`config.mk`:
```
export PLATFORM = sky130hd
export DESIGN_NAME = firq31_mac
export DESIGN_NICKNAME = d
export VERILOG_FILES = /design/src/rtl/firq31_pkg.sv /design/src/rtl/firq31_mac.sv
export SDC_FILE = /design/constraint.sdc
export NUM_CORES = 2
export LEC_CHECK = 0
export ABC_AREA = 1
export ABC_CLOCK_PERIOD_IN_PS = 9400
export BUFFER_PORTS_ARGS = -buffer_cell sky130_fd_sc_hd__buf_2
export CAP_MARGIN = 30
export CORE_MARGIN = 2
export CORE_UTILIZATION = 65
export CTS_CLUSTER_DIAMETER = 80
export DETAILED_ROUTE_END_ITERATION = 8
export PLACE_DENSITY = 0.79
export SLEW_MARGIN = 20
export SYNTH_ARGS = -nofsm -noshare
export SYNTH_HDL_FRONTEND = slang
export SYNTH_SLANG_ARGS = --single-unit
```
`constraint.sdc`:
```
create_clock -name clk -period 9.4 [get_ports clk]
set_input_delay 0.47 -clock clk [delete_from_list [all_inputs] [get_ports clk]]
set_output_delay 0.47 -clock clk [all_outputs]
set_load 0.02 [all_outputs]
```
`src/rtl/firq31_pkg.sv`:
```
// ----------------------------------------------------------------------------
// firq31_pkg
// Shared types and constants of the Q31 FIR filter with a wide accumulator.
// ----------------------------------------------------------------------------
package firq31_pkg;

  localparam int MAX_TAPS = 64;
  localparam int ADDR_W   = (MAX_TAPS > 1) ? $clog2(MAX_TAPS) : 1;
  localparam int TAP_W    = $clog2(MAX_TAPS + 1);
  localparam int DATA_W   = 32;
  localparam int PROD_W   = 2 * DATA_W;
  // room for the sum of MAX_TAPS full products
  localparam int ACC_W    = PROD_W + ADDR_W;

  localparam int NUM_TAPS_W = 7;
  localparam int SHIFT_W    = 6;
  localparam int PADDR_W    = 3;

  // register index on the configuration port
  typedef enum logic {
    REG_NUM_TAPS = 1'b0,
    REG_SHIFT    = 1'b1
  } reg_idx_t;

  typedef enum logic [1:0] {
    CMD_LOAD    = 2'd0,
    CMD_PUSH    = 2'd1,
    CMD_RESTART = 2'd2
  } cmd_t;

  // sequencer to multiply-accumulate unit
  typedef struct packed {
    logic clear;
    logic valid;
  } mac_ctrl_t;

endpackage

```
`src/rtl/firq31_mac.sv`:
```
// ----------------------------------------------------------------------------
// firq31_mac
// Shared multiply-accumulate unit: registered 32x32 product, then wide add.
// ----------------------------------------------------------------------------
module firq31_mac
  import firq31_pkg::*;
(
  input  logic                     clk,
  input  logic                     rst_n,
  input  mac_ctrl_t                ctrl,
  input  logic signed [DATA_W-1:0] sample,
  input  logic signed [DATA_W-1:0] coef,
  output logic                     busy,
  output logic signed [ACC_W-1:0]  acc
);

  logic signed [PROD_W-1:0] prod_r;
  logic                     prod_v_r;
  logic signed [ACC_W-1:0]  acc_r;

  always_ff @(posedge clk) begin
    if (!rst_n) begin
      prod_v_r <= 1'b0;
      prod_r   <= '0;
      acc_r    <= '0;
    end else begin
      prod_v_r <= ctrl.valid;
      if (ctrl.valid) begin
        prod_r <= sample * coef;
      end
      if (ctrl.clear) begin
        acc_r <= '0;
      end else if (prod_v_r) begin
        acc_r <= acc_r + ACC_W'(prod_r);
      end
    end
  end

  assign busy = prod_v_r;
  assign acc  = acc_r;

endmodule
```
==> results_dict.tcl <==
set metrics [dict create \
    crit_type "input port to flip-flop" \
    synth-main-ff-cell "dfxtp_1" \
    hold_viol 0 \
    cap_viol_max_count 0 \
    ctsResizeCount 0 \
    syn_area_per_cell_um2 7.31 \
    postCtsSetupRepairBufs 0 \
    synth_top_area_cell "fa_1" \
    yosysMostFrequentCell "inv_1" \
    holdBufCountCts 0 \
    tightest_slew_ns 0.968 \
    grt_antenna_before_repair 2 \
    finalCriticalPeriod_ns 8.08 \
    hpwl_um 128000 \
    multiInputGateArea_um2 38000 \
    start_util_pct 65.5 \
    crit_slowest_cell "fa_1" \
    post-route-period-util_pct 85.9 \
    cts_tree "done" \
    die_h_um 278 \
    cts.sinks 135 \
    netlist.area_leader.share_pct 44.5 \
    path_clk_slew_ns 0.08 \
    syn-num-nets 8063 \
    cts_buffers 17 \
    antenna_cells 0 \
    synth_area_um2 48700 \
    slew-limit-headroom_pct 35.5 \
    num_rows 100 \
    startpoint "coef[6]" \
    drtIter0Drc 3803 \
    wl_um 151000 \
    clk_latency_ns 0.46 \
    firstDrtPassIters 6 \
    fin_worst_skew_ns 0.0204 \
    min-delay-start "ctrl[1]" \
    syn_inst 6659 \
    synth-edff-count 0 \
    cp-end-kind "flip-flop" \
    seqCellArea_um2 2710 \
    layout-drive-gt1-share_pct 4.10 \
    max_freq_mhz 124 \
    max_stage_delay_ns 0.84 \
    yosysWarnings 0 \
    crit_arrival_ns 8.43 \
    overflow 0 \
    setup-tns-final_ns 0 \
    coreArea_um2 74300 \
    crit_fanout 32 \
    netlist-cell-type-count 45 \
    hold_path.class "input port to flip-flop" \
    grt_usage_pct 40.5 \
    nFillCells 6444 \
    synthArstFlopShare_pct 0 \
    cts_root_buf "clkbuf_16" \
    routed_via_density 5.56 \
    crit_required_ns 9.75 \
    ioPinCount 139 \
    startpoint_type "input port" \
    setup_viol 0 \
    r2r-start "prod_r[0]" \
    path_buf_inv 11 \
    vias 42300 \
    grt_pass1_wl_um 240000 \
    avgRoutedWirePerCell_um 19.8 \
    dieArea_um2 77100 \
    final_nets 8023 \
    status "complete, no violations" \
    area_growth_pct 3.89 \
    cts_buffer_depth 2 \
    cpLargestDelayFamily "adder cells" \
    drv_slew 0 \
    fp.dieW_um 278 \
    port_buffers 138 \
    synthTopCellsByArea "fa_1, inv_1, nand2_1, ha_1, dfxtp_1" \
    ys_ff_latch 135 \
    first_global_vias 44700 \
    yosys-top-cells-count "inv_1, nand2_1, fa_1" \
    ys_seq_area_share_pct 5.55 \
    ant_nets 0 \
    rsz0062_at_grt "false" \
    htree_num_levels 4 \
    place_congestion 1.00 \
    grt_max_degree 66 \
    drc 0 \
]
-- flip-flops by register name, summed over array words and instances (netlist names) --
signal,flops
acc,70
prod_r,64
busy,1
-- logic make-up after synthesis --
| family | count (synthesis) | synth area share, % |
|---|---|---|
| AO/OA/AOI/OAI | 444 | 5.10 |
| XOR/XNOR | 58 | 1.04 |
| adder cells (fa/ha/maj) | 1336 | 51.0 |
| buffers and inverters | 2138 | 16.5 |
| flip-flops | 135 | 5.55 |
| AND/OR/NAND/NOR | 2548 | 20.8 |
-- final cells by class --
cell class,count,area share (%)
clock inverters,14,0.326
clock buffers,18,0.848
well taps,969,2.40
repair buffers,174,1.90
multi-input cells,4386,75.0
inverters,1905,14.1
flip-flops and latches,135,5.35
-- worst paths after layout --
kind / end / slack, ns / cells past startpoint
worst min-delay path: acc[16] / 0.43 / 4
worst max-delay path: prod_r[54] / 1.32 / 29
worst min register to register: prod_r[26] / 0.50 / 2
worst max register to register: acc[62] / 5.91 / 17
-- tightest hold or removal path, stage by stage --
cell      delay [ns]
buf_2           0.09
nor2_1          0.13
o221ai_1        0.11
inv_1           0.04
-- cells in the final DEF (no fill, tap or decap), types with 3 or more instances in the layout --
cell,count
inv_1,1882
nand2_1,1686
fa_1,1083
nor2_1,555
ha_1,253
nand3_1,197
a21oi_1,182
buf_2,138
dfxtp_1,134
o21ai_0,131
xor2_1,42
nand4_1,38
buf_4,36
o21ai_1,35
o21bai_1,33
nor3_1,23
inv_2,19
a21o_1,19
clkbuf_16,17
xnor2_1,16
o211ai_1,13
nand2_2,9
nor2_2,7
nor4_1,7
o21a_1,7
a21oi_2,6
nand3_2,6
a31oi_1,6
or2_2,5
inv_6,5
clkinv_1,4
nand2_4,3
o21ai_2,3
o221ai_1,3
nor4_2,3
clkinv_4,3
-- metrics by stage --
stage                     hold WS, ns  cell area [µm²]  std cells  util (%)  setup WS, ns
after detailed placement        0.481            50000       7569      67.3         0.824
after global routing            0.458            50600       7601      68.1         0.728
after CTS                       0.426            50600       7601      68.1          1.31
final                           0.426            50600       7601      68.1          1.32
after global placement          0.470            50000       7569      67.3          1.08
after floorplan                 0.453            48700       6659         -          2.10
-- metal layers --
layer	vias to the layer above	routed length [µm]	track usage (%)	part of all wire, %
met5	-	0	0	0
met4	0	5820	13.9	3.9
met3	445	16700	9.42	11
met2	2258	68300	64.6	45
met1	20700	59700	54.6	40
li1	18900	-	-	-
Power is not shown: default switching activity piles up to over one toggle a cycle in this logic, so the estimate is an artifact.
