[config.mk]
export PLATFORM = sky130hd
export DESIGN_NAME = firq31_ram
export DESIGN_NICKNAME = d
export VERILOG_FILES = /design/src/rtl/firq31_ram.sv
export SDC_FILE = /design/constraint.sdc
export NUM_CORES = 2
export LEC_CHECK = 0
export BUFFER_PORTS_ARGS = -buffer_cell sky130_fd_sc_hd__clkbuf_2
export CORE_MARGIN = 5
export CORE_UTILIZATION = 58
export CTS_CLUSTER_SIZE = 16
export DETAILED_ROUTE_END_ITERATION = 6
export PLACE_DENSITY_LB_ADDON = 0.1
export SLEW_MARGIN = 20
export SYNTH_ARGS = -nofsm -noshare
export SYNTH_HDL_FRONTEND = slang
export SYNTH_SLANG_ARGS = --single-unit
[constraint.sdc]
create_clock -name clk -period 7.07 [get_ports clk]
set_input_delay 1.0605 -clock clk [delete_from_list [all_inputs] [get_ports clk]]
set_output_delay 1.0605 -clock clk [all_outputs]
set_load 0.02 [all_outputs]
[src/rtl/firq31_ram.sv]
// ----------------------------------------------------------------------------
// firq31_ram
// Generic single write port, single read port RAM with registered read.
// ----------------------------------------------------------------------------
module firq31_ram #(
  parameter int WIDTH = 32,
  parameter int DEPTH = 64
) (
  input  logic                                      clk,
  input  logic                                      we,
  input  logic [((DEPTH > 1) ? $clog2(DEPTH) : 1)-1:0] waddr,
  input  logic [WIDTH-1:0]                          wdata,
  input  logic [((DEPTH > 1) ? $clog2(DEPTH) : 1)-1:0] raddr,
  output logic [WIDTH-1:0]                          rdata
);

  logic [WIDTH-1:0] mem [DEPTH];

  always_ff @(posedge clk) begin
    if (we) begin
      mem[waddr] <= wdata;
    end
    rdata <= mem[raddr];
  end

endmodule

==> summary.md <==
The run gives 42.7 ps as the worst clock skew. Along the worst path, the maximum fanout reaches 62. The core region area is 135000 µm², and the buffer depth of the longest clock path is 3. Of the available clock period, the critical path in the final layout requires 53.2%. After detailed routing, the number of vias per cell comes to 6.79. The flop and latch count out of synthesis is 2080, and the fraction of power spent switching nets is 21.0%. Classification of the worst setup path: in -> reg. In this run the critical register-to-register path is launched from mem[15][27]. For the number of global-route vias before repair, the log shows 38100. After detailed routing, the total wire length is 201 mm. The fraction of layout cells with a size suffix above 1 was 29.7%. For the detailed router's first-iteration violation count, the log shows 5705. The run finished with clean final reports. During synthesis, Yosys emitted a total of 0 warnings. STA classifies the critical path endpoint as a register. After detailed routing, the number of remaining DRC violations is 0. The floorplan step set the die height to 378 µm. The required time of the critical path came out at 7750 ps. The synthesis-to-layout area growth was 12.6%. Net count after synthesis: 3370. Setup violations remaining at the end of the flow were counted as 0. Shortest clock period the worst path allows after layout: 3760 ps.

The number of clock buffers added by TritonCTS is 201. The top achievable clock speed was 266 MHz; the initial antenna violation count was 18. The first global-routing pass estimated 285 mm of wire.

Across all hold checks on the routed design, the worst slack comes to 756 ps. For this run, global-route usage on met1 was measured as 41.9%. Initial core utilization: 58.2%. VDD sags by at most 0.000265 V.

Summed over all nets, the switching power comes to 5.37 mW. The sequential element share of the synthesized area came out at 79.1%. TritonCTS built the clock tree. For the count of nets after finishing, the log shows 3603. Fraction of met3 tracks used by global routing: 7.29%.

Number of primary I/O pins: 78. By area the synthesized netlist is led by edfxtp_1, mux4_2, mux2i_1, dfxtp_1, o22ai_1. The max-slew headroom at the worst pin was 16.1%. The share of Yosys cell area claimed by the top area cell type is 78.3%, and the part of the total power dissipated in combinational logic is 5.1%. For the final hold violation count, the log shows 0. At the later pin of the worst-skew pair, clock insertion delay measures 840 ps.

At the end of routability-driven placement, the weighted congestion stood at 0.861. Entering global routing, the biggest net connects 81 pins. In this run the post-CTS setup repair buffer count came out at 0. The number of max-capacitance violations reported is 0, and the width of the die is 378 µm.

The pre-antenna-repair detailed-routing pass consisted of 5 iterations. The register clock-pin slew on the reported worst setup and hold paths is 60 ps. After synthesis, the mean cell area works out to 23.6 µm². The most critical setup path has its startpoint at raddr[1].

Setup slack of the worst register-to-register path: 4740 ps. The run gives 34 as the count of cell types in the netlist. The analysis attributes to cell leakage a power of 27.6 nW.

The tools report the antenna violation net count after detailed routing as 0. The startpoint of the most critical hold path is mem[28][4]. STA classifies the critical path startpoint as an input pin.

The pin slew with the least headroom to its limit was 1260 ps. For the worst setup path, the data arrival time is 4440 ps. The gate count of the mapped netlist is 3324. The total die area came out at 143000 µm².

Setup repair after global routing left no endpoint under its margin. The pre-CTS setup slack was 2550 ps; the count of port buffers added during placement was 77. Summed over all failing endpoints, the final setup total negative slack is 0 ps.

For met2 alone, demand over resource in global routing was 44.7%. The total overflow reported by the global router came out at 0. Summed over all instances, the cell type with the most area after synthesis is edfxtp_1. The tree built by TritonCTS fans out to 2080 sinks. For the count of cells resized by post-cts repair, the log shows 0. The worst hold path class is reg -> reg. Fill cells in the final layout number 8528.

The tools report the number of slew-limit violations in the final report as 0. Total number of H-tree levels: 4. After floorplanning, the core was divided into 135 placement rows. The HPWL after detailed placement is 110 mm. For the all-layer global routing usage, the log shows 28.8%. Summing over every cut layer, the via total after detailed routing is 37500. met2 is the most crowded layer. Dividing total power by cell area gives a power density of 289 nW/µm². The logs give 25.6 mW for the total chip power and 41.2% for the clock network fraction of total power. In this run, flip-flops and latches consume 53.7% of the power. The internal portion of the total power is 20.2 mW. The number of hold-repair buffers added at the cts stage came out at 0. The cell area that synthesis handed to floorplanning was 78500 µm².

The tools report the clock root buffer master as clkbuf_16. After detailed routing, the average wire length per cell comes to 36.5 µm. Once routing completed, OpenROAD measured the worst setup slack at 3310 ps.
## kinds of logic (layout without fill, tap and decap cells)
kind of cell / Yosys count / after routing / share of synthesized area [%]
AO/OA/AOI/OAI: 202 / 202 / 1.67
buffers and inverters: 182 / 590 / 1.13
flip-flops: 2080 / 2080 / 79.1
multiplexers: 637 / 637 / 16.8
other: 0 / 9 / 0
AND/OR/NAND/NOR: 223 / 223 / 1.27
## placed cells by master, fill, tap and decap left out, drive strengths merged
cell type     n
or3           3
nand2        26
clkinv       68
and2          2
dfxtp        32
mux2i        93
nand3b        5
nor2b        15
a31oi         1
a311oi        8
edfxtp     2048
a41o          4
nand4b        1
nand2b        8
bufinv       15
inv           5
a21oi        62
a22oi        12
o22ai        84
and3          4
or2           3
o221ai       27
nand4         2
nor2        137
nor3          7
o32ai         4
buf         139
clkinvlp      1
or3b          5
mux4        544
clkbuf      362
nand3         5
diode         9
## per-layer routing
metal,wire (µm),part of all wire [%],vias up
met3,24300,12,321
met5,37,0.018,-
met4,5380,2.7,6
li1,-,-,14700
met2,95800,48,2268
met1,75900,38,20200
## registers in the layout, summed over array words and instances (netlist names)
signal	cells
mem	2048
rdata	32
## critical path, cell delays in order
cell,delay [ps]
buf_8,420
buf_4,720
buf_4,420
mux4_2,360
mux4_2,500
o22ai_1,670
nor2_1,110
## layout make-up
cell class                      instances  area (µm²)  area share (%)
Antenna cell                            9        22.5          0.0255
Clock buffer                          289        5610            6.35
Clock inverter                         89         925            1.05
Multi-Input combinational cell       1062       16000            18.1
Sequential cell                      2080       62100            70.3
Tap cell                             1781        2230            2.52
Timing Repair Buffer                  212        1540            1.74
## power by group through the flow
stage / combinational (mW) / clock (mW) / sequential, mW
after floorplan: 0.664 / 0 / 14.0
after global placement: 1.27 / 0 / 14.0
after detailed placement: 1.29 / 0 / 14.0
after CTS: 1.30 / 10.7 / 13.7
after global routing: 1.35 / 11.2 / 13.7
final: 1.29 / 10.5 / 13.7
## synth_stat cells
master / instances
buf_2: 57
nor3_1: 7
and2_1: 2
nand3_1: 5
or2_2: 1
buf_1: 21
nand2b_1: 8
or3b_2: 3
a311oi_1: 8
a31oi_1: 1
or3_1: 3
nand4_1: 2
nand2_1: 26
a22oi_1: 12
or3b_1: 2
o22ai_1: 84
edfxtp_1: 2048
mux4_2: 544
and3_1: 4
or2_1: 1
buf_6: 5
a41o_1: 4
a21oi_1: 62
mux2i_1: 93
nor2b_1: 15
clkbuf_1: 74
buf_4: 25
o32ai_1: 4
dfxtp_1: 32
or2_0: 1
nand4b_1: 1
o221ai_1: 27
nand3b_1: 5
nor2_1: 137
## stage by stage
stage          cell area, µm²  util, %  std cells
6_report                88400     65.5       5522
5_1_grt                 88400     65.5       5513
4_1_cts                 88400     65.5       5513
3_5_place_dp            81900     60.7       5135
3_3_place_gp            81900     60.7       5135
2_1_floorplan           78500        -       3324
## path summary, 6_finish.rpt
kind / endpoint / depth (start not counted)
max: rdata[27] / 7
min: rdata[4] / 4
min reg2reg: rdata[4] / 4
max reg2reg: rdata[27] / 4
Note: power is estimated with default switching activity, not from simulation.
